### src/hdl/nrmc_pkg.sv
package nrmc_pkg;

	localparam int MINUTE_FRAC_DIGITS_DEF = 4;
	// the fixed-point minute fraction always holds four decimals
	localparam int FRAC_WEIGHT_DIGITS = 4;

	localparam logic [1:0] PH_IDLE   = 2'd0;
	localparam logic [1:0] PH_HEADER = 2'd1;
	localparam logic [1:0] PH_BODY   = 2'd2;

	localparam logic [7:0] CH_DOLLAR = 8'h24;
	localparam logic [7:0] CH_COMMA  = 8'h2C;
	localparam logic [7:0] CH_DOT    = 8'h2E;
	localparam logic [7:0] CH_ZERO   = 8'h30;
	localparam logic [7:0] CH_NINE   = 8'h39;
	localparam logic [7:0] CH_V      = 8'h56;
	localparam logic [7:0] CH_S      = 8'h53;
	localparam logic [7:0] CH_W      = 8'h57;

	localparam logic [2:0] HDR_LAST = 3'd4;

	// field number, counted in commas after the header
	localparam logic [2:0] FLD_STATUS = 3'd2;
	localparam logic [2:0] FLD_LAT    = 3'd3;
	localparam logic [2:0] FLD_NS     = 3'd4;
	localparam logic [2:0] FLD_LON    = 3'd5;
	localparam logic [2:0] FLD_EW     = 3'd6;
	localparam logic [2:0] FLD_LAST   = 3'd7;

	localparam logic [3:0] LAT_DEG_DIGITS = 4'd2;
	localparam logic [3:0] LON_DEG_DIGITS = 4'd3;
	localparam logic [3:0] FCI_MAX        = 4'd15;

	localparam logic [7:0]  DEG_MAX       = 8'd255;
	localparam logic [6:0]  MIN_INT_MAX   = 7'd99;
	localparam logic [27:0] UNITS_PER_DEG = 28'd600000;
	localparam logic [27:0] UNITS_PER_MIN = 28'd10000;
	localparam logic [26:0] LAT_MAX       = 27'd54000000;
	localparam logic [27:0] LON_MAX       = 28'd108000000;

	typedef struct packed {
		logic [7:0]  deg;
		logic [6:0]  min_int;
		logic [13:0] min_frac;
		logic        dot;
		logic        stop;
	} acc_t;

	function automatic logic [7:0] hdr_char(input logic [2:0] idx);
		case (idx)
			3'd0: hdr_char = 8'h47; // G
			3'd1: hdr_char = 8'h50; // P
			3'd2: hdr_char = 8'h52; // R
			3'd3: hdr_char = 8'h4D; // M
			3'd4: hdr_char = 8'h43; // C
			default: hdr_char = 8'h00;
		endcase
	endfunction

	function automatic logic [13:0] frac_weight(input logic [1:0] pos);
		case (pos)
			2'd0: frac_weight = 14'd1000;
			2'd1: frac_weight = 14'd100;
			2'd2: frac_weight = 14'd10;
			2'd3: frac_weight = 14'd1;
			default: frac_weight = 14'd0;
		endcase
	endfunction

endpackage

### src/hdl/nrmc_in_if.sv
interface nrmc_in_if;
	logic       valid;
	logic       ready;
	logic [7:0] char_in;

	modport source(output valid, output char_in, input ready);
	modport sink(input valid, input char_in, output ready);
endinterface

### src/hdl/nrmc_out_if.sv
interface nrmc_out_if;
	logic               valid;
	logic               ready;
	logic               has_fix_flag;
	logic               position_valid;
	logic signed [26:0] latitude;
	logic signed [27:0] longitude;

	modport source(output valid, output has_fix_flag, output position_valid,
		output latitude, output longitude, input ready);
	modport sink(input valid, input has_fix_flag, input position_valid,
		input latitude, input longitude, output ready);
endinterface

### src/hdl/nrmc_mag.sv
module nrmc_mag
	import nrmc_pkg::*;
(
	input  acc_t        acc,
	output logic [26:0] lat_mag,
	output logic [27:0] lon_mag
);

	logic [27:0] deg_part;
	logic [27:0] min_part;
	logic [27:0] raw;

	// exact sum deg*600000 + minutes*10000 + four-decimal fraction
	assign deg_part = 28'(acc.deg) * UNITS_PER_DEG;
	assign min_part = 28'(acc.min_int) * UNITS_PER_MIN;
	assign raw      = deg_part + min_part + 28'(acc.min_frac);

	assign lat_mag = (raw > 28'(LAT_MAX)) ? LAT_MAX : raw[26:0];
	assign lon_mag = (raw > LON_MAX) ? LON_MAX : raw;

endmodule

### src/hdl/nmea_rmc_position_parser.sv
// channel   dir  transfer when        payload
// char_ch   in   valid && ready       char_in[7:0]
// res_ch    out  valid && ready       has_fix_flag, position_valid, latitude[26:0],
//                                     longitude[27:0]
// one byte per cycle while the result register does not stall: a byte is first held in the
// input register, then updates the parse state and, on status 'V' or the E/W character,
// loads the result register; result valid is driven from that register, so a result
// passes through the input register and then the result register before its transfer
// arst_n clears the parse state, fix flag and both valid bits
// a stalled result register holds the byte in the input register, and no byte is taken
// while that register is full; an empty input register still takes one byte
module nmea_rmc_position_parser
	import nrmc_pkg::*;
#(
	parameter int MINUTE_FRAC_DIGITS = MINUTE_FRAC_DIGITS_DEF
) (
	input logic         clk,
	input logic         arst_n,
	nrmc_in_if.sink     char_ch,
	nrmc_out_if.source  res_ch
);

	localparam int FDW = $clog2(MINUTE_FRAC_DIGITS + 1);
	localparam logic [FDW-1:0] FD_MAX = FDW'(MINUTE_FRAC_DIGITS);

	logic       v_s1;
	logic [7:0] char_s1;
	logic       adv;
	logic       fire;

	logic [1:0]     phase_q, phase_d;
	logic [2:0]     hidx_q, hidx_d;
	logic [2:0]     comma_q, comma_d;
	logic [3:0]     fci_q, fci_d;
	acc_t           acc_q, acc_d, acc_nx;
	logic [FDW-1:0] fd_q, fd_d, fd_nx;
	logic signed [26:0] pend_q, pend_d;
	logic           fix_q, fix_d;

	logic               res_v_q;
	logic               res_fix_q;
	logic               res_pos_q;
	logic signed [26:0] res_lat_q;
	logic signed [27:0] res_lon_q;

	logic               emit;
	logic               emit_fix;
	logic               emit_pos;
	logic signed [26:0] emit_lat;
	logic signed [27:0] emit_lon;
	logic               bump;

	logic        is_dig;
	logic [3:0]  dval;
	logic [3:0]  deg_lim;
	logic [9:0]  deg10;
	logic [9:0]  min10;
	logic [13:0] frac_add;
	logic [26:0] lat_mag;
	logic [27:0] lon_mag;
	logic signed [27:0] lon_s;

	assign adv          = !res_v_q || res_ch.ready;
	assign char_ch.ready = !v_s1 || adv;
	assign fire         = v_s1 && adv;

	always_ff @(posedge clk or negedge arst_n) begin
		if (!arst_n) begin
			v_s1 <= 1'b0;
		end else if (char_ch.ready) begin
			v_s1 <= char_ch.valid;
		end
	end

	always_ff @(posedge clk) begin
		if (char_ch.ready) begin
			char_s1 <= char_ch.char_in;
		end
	end

	nrmc_mag u_mag (
		.acc     (acc_q),
		.lat_mag (lat_mag),
		.lon_mag (lon_mag)
	);

	assign lon_s = signed'(lon_mag);

	// one character step of a coordinate field
	always_comb begin
		is_dig   = (char_s1 >= CH_ZERO) && (char_s1 <= CH_NINE);
		dval     = is_dig ? 4'(char_s1 - CH_ZERO) : 4'd0;
		deg_lim  = (comma_q == FLD_LON) ? LON_DEG_DIGITS : LAT_DEG_DIGITS;
		deg10    = 10'(acc_q.deg) * 10'd10 + 10'(dval);
		min10    = 10'(acc_q.min_int) * 10'd10 + 10'(dval);
		frac_add = acc_q.min_frac + 14'(dval) * frac_weight(2'(fd_q));
		acc_nx   = acc_q;
		fd_nx    = fd_q;
		if (fci_q < deg_lim) begin
			acc_nx.deg = (deg10 > 10'(DEG_MAX)) ? DEG_MAX : deg10[7:0];
		end else if (!acc_q.stop) begin
			if (is_dig) begin
				if (!acc_q.dot) begin
					acc_nx.min_int = (min10 > 10'(MIN_INT_MAX)) ? MIN_INT_MAX : min10[6:0];
				end else if (fd_q < FD_MAX) begin
					// decimals past the fourth, up to MINUTE_FRAC_DIGITS, are counted but carry no weight
					if (32'(fd_q) < FRAC_WEIGHT_DIGITS) begin
						acc_nx.min_frac = frac_add;
					end
					fd_nx = fd_q + 1'b1;
				end
			end else if (char_s1 == CH_DOT && !acc_q.dot) begin
				acc_nx.dot = 1'b1;
			end else begin
				acc_nx.stop = 1'b1;
			end
		end
	end

	always_comb begin
		phase_d  = phase_q;
		hidx_d   = hidx_q;
		comma_d  = comma_q;
		fci_d    = fci_q;
		acc_d    = acc_q;
		fd_d     = fd_q;
		pend_d   = pend_q;
		fix_d    = fix_q;
		emit     = 1'b0;
		emit_fix = 1'b0;
		emit_pos = 1'b0;
		emit_lat = '0;
		emit_lon = '0;
		bump     = 1'b0;
		if (fire) begin
			if (char_s1 == CH_DOLLAR) begin
				phase_d = PH_HEADER;
				hidx_d  = '0;
				comma_d = '0;
				fci_d   = '0;
				acc_d   = '0;
				fd_d    = '0;
			end else if (phase_q == PH_HEADER) begin
				if (hidx_q <= HDR_LAST && char_s1 == hdr_char(hidx_q)) begin
					hidx_d = hidx_q + 3'd1;
					if (hidx_q == HDR_LAST) begin
						phase_d = PH_BODY;
					end
				end else begin
					phase_d = PH_IDLE;
				end
			end else if (phase_q == PH_BODY) begin
				if (char_s1 == CH_COMMA) begin
					if (comma_q == FLD_LAT) begin
						pend_d = signed'(lat_mag);
					end
					if (comma_q == FLD_STATUS || comma_q == FLD_NS) begin
						acc_d = '0;
						fd_d  = '0;
					end
					if (comma_q != FLD_LAST) begin
						comma_d = comma_q + 3'd1;
					end
					fci_d = '0;
				end else begin
					bump = 1'b1;
					case (comma_q)
						FLD_STATUS: begin
							if (char_s1 == CH_V) begin
								fix_d   = 1'b0;
								phase_d = PH_IDLE;
								emit    = 1'b1;
								bump    = 1'b0;
							end else begin
								fix_d = 1'b1;
							end
						end
						FLD_LAT, FLD_LON: begin
							acc_d = acc_nx;
							fd_d  = fd_nx;
						end
						FLD_NS: begin
							if (fci_q == '0 && char_s1 == CH_S) begin
								pend_d = -pend_q;
							end
						end
						FLD_EW: begin
							emit     = 1'b1;
							emit_fix = fix_q;
							emit_pos = 1'b1;
							emit_lat = pend_q;
							emit_lon = (char_s1 == CH_W) ? -lon_s : lon_s;
							phase_d  = PH_IDLE;
							bump     = 1'b0;
						end
						default: ;
					endcase
					if (bump && fci_q != FCI_MAX) begin
						fci_d = fci_q + 4'd1;
					end
				end
			end
		end
	end

	always_ff @(posedge clk or negedge arst_n) begin
		if (!arst_n) begin
			phase_q <= PH_IDLE;
			hidx_q  <= '0;
			comma_q <= '0;
			fci_q   <= '0;
			acc_q   <= '0;
			fd_q    <= '0;
			pend_q  <= '0;
			fix_q   <= 1'b0;
			res_v_q <= 1'b0;
		end else begin
			phase_q <= phase_d;
			hidx_q  <= hidx_d;
			comma_q <= comma_d;
			fci_q   <= fci_d;
			acc_q   <= acc_d;
			fd_q    <= fd_d;
			pend_q  <= pend_d;
			fix_q   <= fix_d;
			if (emit) begin
				res_v_q <= 1'b1;
			end else if (res_ch.ready) begin
				res_v_q <= 1'b0;
			end
		end
	end

	always_ff @(posedge clk) begin
		if (emit) begin
			res_fix_q <= emit_fix;
			res_pos_q <= emit_pos;
			res_lat_q <= emit_lat;
			res_lon_q <= emit_lon;
		end
	end

	assign res_ch.valid          = res_v_q;
	assign res_ch.has_fix_flag   = res_fix_q;
	assign res_ch.position_valid = res_pos_q;
	assign res_ch.latitude       = res_lat_q;
	assign res_ch.longitude      = res_lon_q;

`ifndef SYNTHESIS
	a_nofix_zero: assert property (@(posedge clk) disable iff (!arst_n)
		res_v_q && !res_pos_q |-> !res_fix_q && res_lat_q == '0 && res_lon_q == '0)
		else $error("no-fix result carries position data");

	a_lat_range: assert property (@(posedge clk) disable iff (!arst_n)
		res_v_q |-> res_lat_q <= 27'sd54000000 && res_lat_q >= -27'sd54000000)
		else $error("latitude out of range");

	a_hold_s1: assert property (@(posedge clk) disable iff (!arst_n)
		v_s1 && !adv |=> v_s1 && $stable(char_s1))
		else $error("input stage lost a byte under stall");

	a_fd_bound: assert property (@(posedge clk) disable iff (!arst_n)
		fd_q <= FD_MAX)
		else $error("decimal count past limit");
`endif

endmodule
### src/flat_wrapper.sv
// flat-port wrapper written by rule: the top's interface ports become plain ports
module nmea_rmc_position_parser_flat import nrmc_pkg::*;
#(
	parameter int MINUTE_FRAC_DIGITS = MINUTE_FRAC_DIGITS_DEF
)
  (clk, arst_n, char_ch_valid, char_ch_char_in, char_ch_ready, res_ch_valid, res_ch_has_fix_flag, res_ch_position_valid, res_ch_latitude, res_ch_longitude, res_ch_ready);
  nrmc_in_if char_ch_i ();
  nrmc_out_if res_ch_i ();
  input logic clk;
  input logic arst_n;
  input wire logic [$bits(char_ch_i.valid)-1:0] char_ch_valid;
  input wire logic [$bits(char_ch_i.char_in)-1:0] char_ch_char_in;
  output wire logic [$bits(char_ch_i.ready)-1:0] char_ch_ready;
  output wire logic [$bits(res_ch_i.valid)-1:0] res_ch_valid;
  output wire logic [$bits(res_ch_i.has_fix_flag)-1:0] res_ch_has_fix_flag;
  output wire logic [$bits(res_ch_i.position_valid)-1:0] res_ch_position_valid;
  output wire logic [$bits(res_ch_i.latitude)-1:0] res_ch_latitude;
  output wire logic [$bits(res_ch_i.longitude)-1:0] res_ch_longitude;
  input wire logic [$bits(res_ch_i.ready)-1:0] res_ch_ready;
  assign char_ch_i.valid = char_ch_valid;
  assign char_ch_i.char_in = char_ch_char_in;
  assign char_ch_ready = char_ch_i.ready;
  assign res_ch_valid = res_ch_i.valid;
  assign res_ch_has_fix_flag = res_ch_i.has_fix_flag;
  assign res_ch_position_valid = res_ch_i.position_valid;
  assign res_ch_latitude = res_ch_i.latitude;
  assign res_ch_longitude = res_ch_i.longitude;
  assign res_ch_i.ready = res_ch_ready;
  nmea_rmc_position_parser #(.MINUTE_FRAC_DIGITS(MINUTE_FRAC_DIGITS)) u_core (.clk(clk), .arst_n(arst_n), .char_ch(char_ch_i), .res_ch(res_ch_i));
endmodule
### config.mk
export PLATFORM = sky130hd
export DESIGN_NAME = nmea_rmc_position_parser_flat
export DESIGN_NICKNAME = d
export VERILOG_FILES = /design/src/hdl/nrmc_pkg.sv /design/src/hdl/nrmc_in_if.sv /design/src/hdl/nrmc_out_if.sv /design/src/hdl/nrmc_mag.sv /design/src/hdl/nmea_rmc_position_parser.sv /design/src/flat_wrapper.sv
export SDC_FILE = /design/constraint.sdc
export NUM_CORES = 1
export LEC_CHECK = 0
export BUFFER_PORTS_ARGS = -buffer_cell sky130_fd_sc_hd__buf_4
export CAP_MARGIN = 20
export CELL_PAD_IN_SITES_DETAIL_PLACEMENT = 1
export CELL_PAD_IN_SITES_GLOBAL_PLACEMENT = 1
export CORE_MARGIN = 2
export CORE_UTILIZATION = 30
export DETAILED_ROUTE_END_ITERATION = 10
export MAX_ROUTING_LAYER = met4
export PLACE_DENSITY_LB_ADDON = 0.1
export SYNTH_ARGS = -nofsm -noshare
export SYNTH_HDL_FRONTEND = slang
export SYNTH_SLANG_ARGS = --single-unit
### constraint.sdc
create_clock -name clk -period 11 [get_ports clk]
set_clock_uncertainty 0.2 [all_clocks]
set_input_delay 0.55 -clock clk [delete_from_list [all_inputs] [get_ports clk]]
set_output_delay 0.55 -clock clk [all_outputs]
set_load 0.01 [all_outputs]
### Word level (Yosys, flattened, before mapping)

Index checks and enable logic that the tools add are counted.

| cells by class | value |
|---|---|
| bitwise operators | 6 |
| $add $sub $neg | 12 |
| muxes and demuxes | 82 |
| multipliers | 5 |
| reduce and logical (&&, ||, !) cells | 48 |
| magnitude comparators | 10 |
| eq/ne operators | 33 |

Operators by type and width:

| kind | count |
|---|---|
| $mux 31 | 6 |
| $mux 27 | 5 |
| $mux 3 | 19 |
| $mux 28 | 2 |
| $pmux 14 s4 | 1 |
| $mux 23 | 2 |
| $mux 14 | 3 |
| $mux 8 | 5 |
| $pmux 7 s5 | 1 |
| $add 28x14->28 | 1 |
| $add 28x21->28 | 1 |
| $gt 28x26->1 const B | 1 |
| $gt 28x27->1 const B | 1 |
| $neg 28->28 | 1 |
| $neg 27->27 | 1 |
| $reduce_bool 3->1 | 9 |
| $eq 8x6->1 const B | 3 |
| $eq 8x7->1 const B | 3 |
| $mux 4 | 6 |
| $reduce_and 6->1 | 4 |
| $mul 8x14->22 const B | 1 |
| $mux 21 | 1 |
| $add 10x4->10 | 2 |
| $mux 1 | 18 |
| other kinds (52) | 99 |

| storage, ports and cells | value |
|---|---|
| input bits | 12 |
| register bits after elaboration | 141 |
| output and inout bits | 59 |
| logic and storage cells | 215 |

### Logic depth before layout (Yosys ltp)

| depth | value |
|---|---|
| depth in word-level cells | 16 |
| mapped depth | 42 |
| mapped depth without buffers | 40 |

### Hierarchy

A second synthesis with hierarchy kept.

| second synthesis, totals | value |
|---|---|
| cell total of the unflattened synthesis | 1644 |
| area total of the unflattened synthesis | 14739.1 um2 |

Modules (own cells, without submodules):

| module | area each (um2) | instances | cells an instance |
|---|---|---|---|
| nmea_rmc_position_parser | 9735.6 | 1 | 1029 |
| nrmc_mag | 5003.5 | 1 | 615 |

### Least setup slack after synthesis

No wires, ideal clock.

| timing | value |
|---|---|
| path kind | register to register |
| start point | reg u_core.acc_q[28] in the netlist's numbering |
| end point | reg u_core.res_lon_q[26], in the netlist u_core.res_ch.longitude[26] (data pin) |
| arrival | 8340 ps |
| setup slack | 2194 ps |
| data required time | 10534 ps |
| stages on the path, launching flop included | 36 |
| buffers on the path | 3 |
| path through | dfrtp_1 > inv_1 > fa_1 > inv_1 > fa_1 > fa_1 > fa_1 > ha_1 > o21a_1 > o211ai_1 > a21bo_2 > nor2_1 > nor2_1 > ha_1 > ha_1 > clkbuf_1 > nand3_1 > or2_2 > o211a_1 > a21oi_2 > a31oi_1 > o32ai_1 > a21oi_4 > buf_6 > buf_6 > nand2_1 > ha_1 > nand2_1 > nor3_1 > and4_1 > and4b_1 > nand3_1 > nor3_2 > a41oi_1 > xnor2_1 > nor2_1 |

| between the ends | value |
|---|---|
| cells in the longest elaborated chain, start to end | 7 |

RTL lines:

| item | RTL line | source |
|---|---|---|
| start, declared | nmea_rmc_position_parser.sv:35 | `acc_t acc_q, acc_d, acc_nx;` |
| start signal, assigned | nmea_rmc_position_parser.sv:212 | `acc_q <= '0;` |
| start signal, assigned | nmea_rmc_position_parser.sv:222 | `acc_q <= acc_d;` |
| $mul 8x14->22 (*) | nrmc_mag.sv:14 | `assign deg_part = 28'(acc.deg) * UNITS_PER_DEG;` |
| $add 28x21->28 (*) | nrmc_mag.sv:16 | `assign raw = deg_part + min_part + 28'(acc.min_frac);` |
| $add 28x14->28 (*) | nrmc_mag.sv:16 |  |
| $gt 28x27->1 | nrmc_mag.sv:19 | `assign lon_mag = (raw > LON_MAX) ? LON_MAX : raw;` |
| $mux 28 (*) | nrmc_mag.sv:19 |  |
| $neg 28->28 | nmea_rmc_position_parser.sv:192 | `emit_lon = (char_s1 == CH_W) ? -lon_s : lon_s;` |
| $mux 28 (*) | nmea_rmc_position_parser.sv:192 |  |
| end signal, assigned | nmea_rmc_position_parser.sv:239 | `res_lon_q <= emit_lon;` |
| end, declared | nmea_rmc_position_parser.sv:44 | `logic signed [27:0] res_lon_q;` |

Every way passes the cells marked *; elsewhere a longest branch is shown, timed or not.
A chain may end at the register's enable or synchronous reset.

### Worst setup path after layout

Ends and elaborated chain as after synthesis.

==> flow_summary_export.csv <==
group,metric,value,unit
finish,fin_util,0.345,
power_and_ir_drop,ir_worst_vdd,0.0000678,V
logic_synthesis,ys_types,87,
power_and_ir_drop,p_per_area,75.5,nW/um^2
global_route,grt_pass1_vias,12300,
placed_design,gp_congestion,0.799,
timing,fin_hold_ws,0.0457,ns
timing,rsz0062_at_grt,"no",
clocking,clkTransAtPathRegs,0.07,ns
setup_path,rr_startpoint,"u_core.acc_q[28]",
setup_path,slowest_stage,"fa_1",
finish,nets,1937,
global_route,overflow,0,
clocking,postCtsSetupRepairBufs,0,
clocking,cts.sinks,141,
clocking,cts_tree,"yes",
setup_path,crit_arrival,9.50,ns
setup_path,r2r_cells,32,
floorplanning,die_w,222,um
routing,avgRoutedWirePerCell,18.1,um
floorplanning,fp-row-count,79,
global_route,antenna_found_initial,0,
routing,ant_nets,0,
power_and_ir_drop,leakagePower,8.04,nW
clocking,clock_latency,0.49,ns
logic_synthesis,syn_inst,1599,
timing,maxSlewViolCount,0,
timing,fin_crit,9.47,ns
clocking,cts_root_buffer,"clkbuf_16",
placed_design,numPortBuffers,70,
clocking,cts_inserted_buffers,17,
global_route,grt.total_usage,0.179,
setup_path,rr_endpoint,"u_core.res_ch.longitude[26]",
timing,fin_crit_sh,0.861,
finish,final_area,16200,sq um
logic_synthesis,ys_seq_elements,141,
timing,fmax,106,MHz
clocking,cts_resized,0,
floorplanning,die_area,49300,sq um
timing,setup_viol,0,
setup_path,path_class,"reg -> reg",
logic_synthesis,yosysWarnings,0,
placed_design,dp_hpwl,32.5,mm
routing,vias,11600,
worst_hold_path,min_from,"char_ch_char_in[2]",
logic_synthesis,netlist_area,14300,sq um
logic_synthesis,syn_area_per_cell,8.92,sq um
timing,hold_viol_final,0,
setup_path,required,11.03,ns
worst_hold_path,worstHoldEndpoint,"u_core.char_s1[2]",
logic_synthesis,synth_nets,1870,
logic_synthesis,synth_seq_area_share,0.270,
floorplanning,fp.dieH,222,um
finish,diodes,0,
setup_path,cp_slowest_stage_delay,0.65,ns
logic_synthesis,synth_edf_count,65,
setup_path,rrSetupSlack,1.53,ns
timing,max_slew.worst_pin.slew,1.03,ns
floorplanning,core_area,46800,sq um
worst_hold_path,hp-class,"in -> reg",
logic_synthesis,ys.flop_type,"dfrtp_1",
logic_synthesis,async_flop_share,0.539,
timing,fin_setup_tns,0,ns
routing,drt_first_pass_iters,4,
placed_design,place_area,15500,sq um
finish,drive_gt1_frac,0.0959,
finish,area_delta_synth_final,13.2,%
setup_path,start_kind,"flop",
routing,routed_wirelength,41.3,mm
global_route,grt_max_degree,60,
job,cap_violations,0,
setup_path,worst-path-max-fanout,8,
routing,viasPerCell,5.10,
worst_hold_path,whs_path_depth,1,
floorplanning,start_util,0.305,
routing,drt_iter0_markers,506,
setup_path,endpoint_kind,"flop",
floorplanning,ios,71,
outcome,status,"completed",
global_route,grt_pass1_wl,67.8,mm
clocking,htree_num_levels,4,
finish,n_fill_cell,5433,
routing,drc_errors,0,
timing,slew_headroom,0.301,
clocking,clock_path_buffers,2,
clocking,holdBufCountCts,3,
==> report_power, final <==
part,total (mW),switching (mW),internal (mW),leakage [nW]
logic,0.0365,0.0232,0.0133,5.98
registers,0.557,0.00511,0.552,1.77
clock network,0.625,0.267,0.358,0.285
==> final cells by class <==
class,instances,area (sq um),area share
Clock buffer,20,437,0.0270
Clock inverter,12,163,0.0101
Inverter,177,664,0.0411
Multi-Input combinational cell,1236,9570,0.592
Sequential cell,141,3850,0.239
Tap cell,607,759,0.0470
Timing Repair Buffer,93,706,0.0437
==> worst max-delay path: cells and delay by family (launching register included) <==
family | cells | cell delay [ns]
flip-flops | 1 | 0.51
AO/OA/AOI/OAI | 9 | 2.34
AND/OR/NAND/NOR | 12 | 2.34
buffers and inverters | 2 | 0.23
XOR/XNOR | 1 | 0.17
adder cells (fa/ha/maj) | 8 | 3.39
==> how the worst max path moves through the flow <==
stage	start	endpoint	slack [ns]	cells past startpoint
after global placement	u_core.acc_q[28]	u_core.res_ch.longitude[26]	1.83	32
after floorplan	u_core.acc_q[28]	u_core.res_ch.longitude[26]	2.19	35
after global routing	u_core.acc_q[28]	u_core.res_ch.longitude[24]	0.76	33
after detailed placement	u_core.acc_q[28]	u_core.res_ch.longitude[26]	1.51	32
after CTS	u_core.acc_q[28]	u_core.res_ch.longitude[26]	1.48	32
final	u_core.acc_q[28]	u_core.res_ch.longitude[26]	1.53	32
==> Yosys cell counts (14+ instances only) <==
library cell	instances	area [sq um]
nand2_1	133	499
and2_1	38	238
nor2b_1	16	100
nor3_1	50	250
a21o_1	26	195
fa_1	67	1340
nor2_1	120	450
clkbuf_1	36	135
xor2_1	34	298
xnor2_1	48	420
o21ai_1	16	80.1
nand3_1	35	175
o21ai_0	99	495
dfrtp_1	76	1900
a21oi_1	98	490
and3_1	20	125
a211oi_1	14	105
inv_1	177	664
edfxtp_1	65	1950
or3_1	17	106
ha_1	192	2400
==> sequential cells by signal (all words and copies together) (netlist names) <==
name / count
u_core.char_s1: 8
u_core.fd_q: 3
u_core.pend_q: 27
u_core.phase_q: 2
u_core.acc_q: 31
u_core.res_ch.longitude: 28
u_core.fci_q: 4
u_core.res_ch.latitude: 27
u_core.res_ch.has_fix_flag: 1
u_core.comma_q: 3
u_core.res_ch.position_valid: 1
u_core.v_s1: 1
u_core.fix_q: 1
u_core.hidx_q: 3
u_core.res_ch.valid: 1
==> cell families (layout without fill, tap and decap cells) <==
family / after synthesis / count (layout) / share of synthesized area
AO/OA/AOI/OAI: 370 / 370 / 0.166
adder cells (fa/ha/maj): 259 / 259 / 0.262
flip-flops: 141 / 141 / 0.270
multiplexers: 10 / 10 / 0.00710
AND/OR/NAND/NOR: 513 / 513 / 0.181
buffers and inverters: 222 / 302 / 0.0602
XOR/XNOR: 84 / 84 / 0.0534
==> routing by layer <==
| metal | vias to the layer above | part of all wire | global-route usage |
|---|---|---|---|
| met1 | 5772 | 0.49 | 0.232 |
| li1 | 5755 | - | - |
| met5 | - | 0 | - |
| met2 | 90 | 0.48 | 0.291 |
| met4 | 0 | 0.014 | 0.0488 |
| met3 | 31 | 0.018 | 0.0253 |
==> through the flow <==
stage	total power [mW]	setup slack, ns	std cells
2_1_floorplan	0.586	2.19	1599
3_3_place_gp	0.604	1.83	2250
3_5_place_dp	0.605	1.51	2250
4_1_cts	1.24	1.48	2285
5_1_grt	1.26	0.760	2286
6_report	1.22	1.53	2286
==> placed cells by master (no fill, tap or decap), types with 9 or more instances in the layout <==
cell type  instances
nor3_1            49
or2_2             11
mux2i_1            9
dfrtp_1           76
a211oi_1          14
a21oi_1           98
o31a_1            10
or3_1             17
nand2b_1          13
nor2b_1           16
clkbuf_16         17
o31ai_1           10
ha_1             192
a31oi_1           11
o21ai_0           99
edfxtp_1          65
fa_1              67
xor2_1            34
a21o_1            26
nor2_1           120
and2_1            37
xnor2_1           48
o21ai_1           16
nand3_1           35
and3_1            20
nand2_1          133
inv_1            177
buf_4             90
nand4_1           13
No activity file was read; power rests on OpenSTA's default activity.
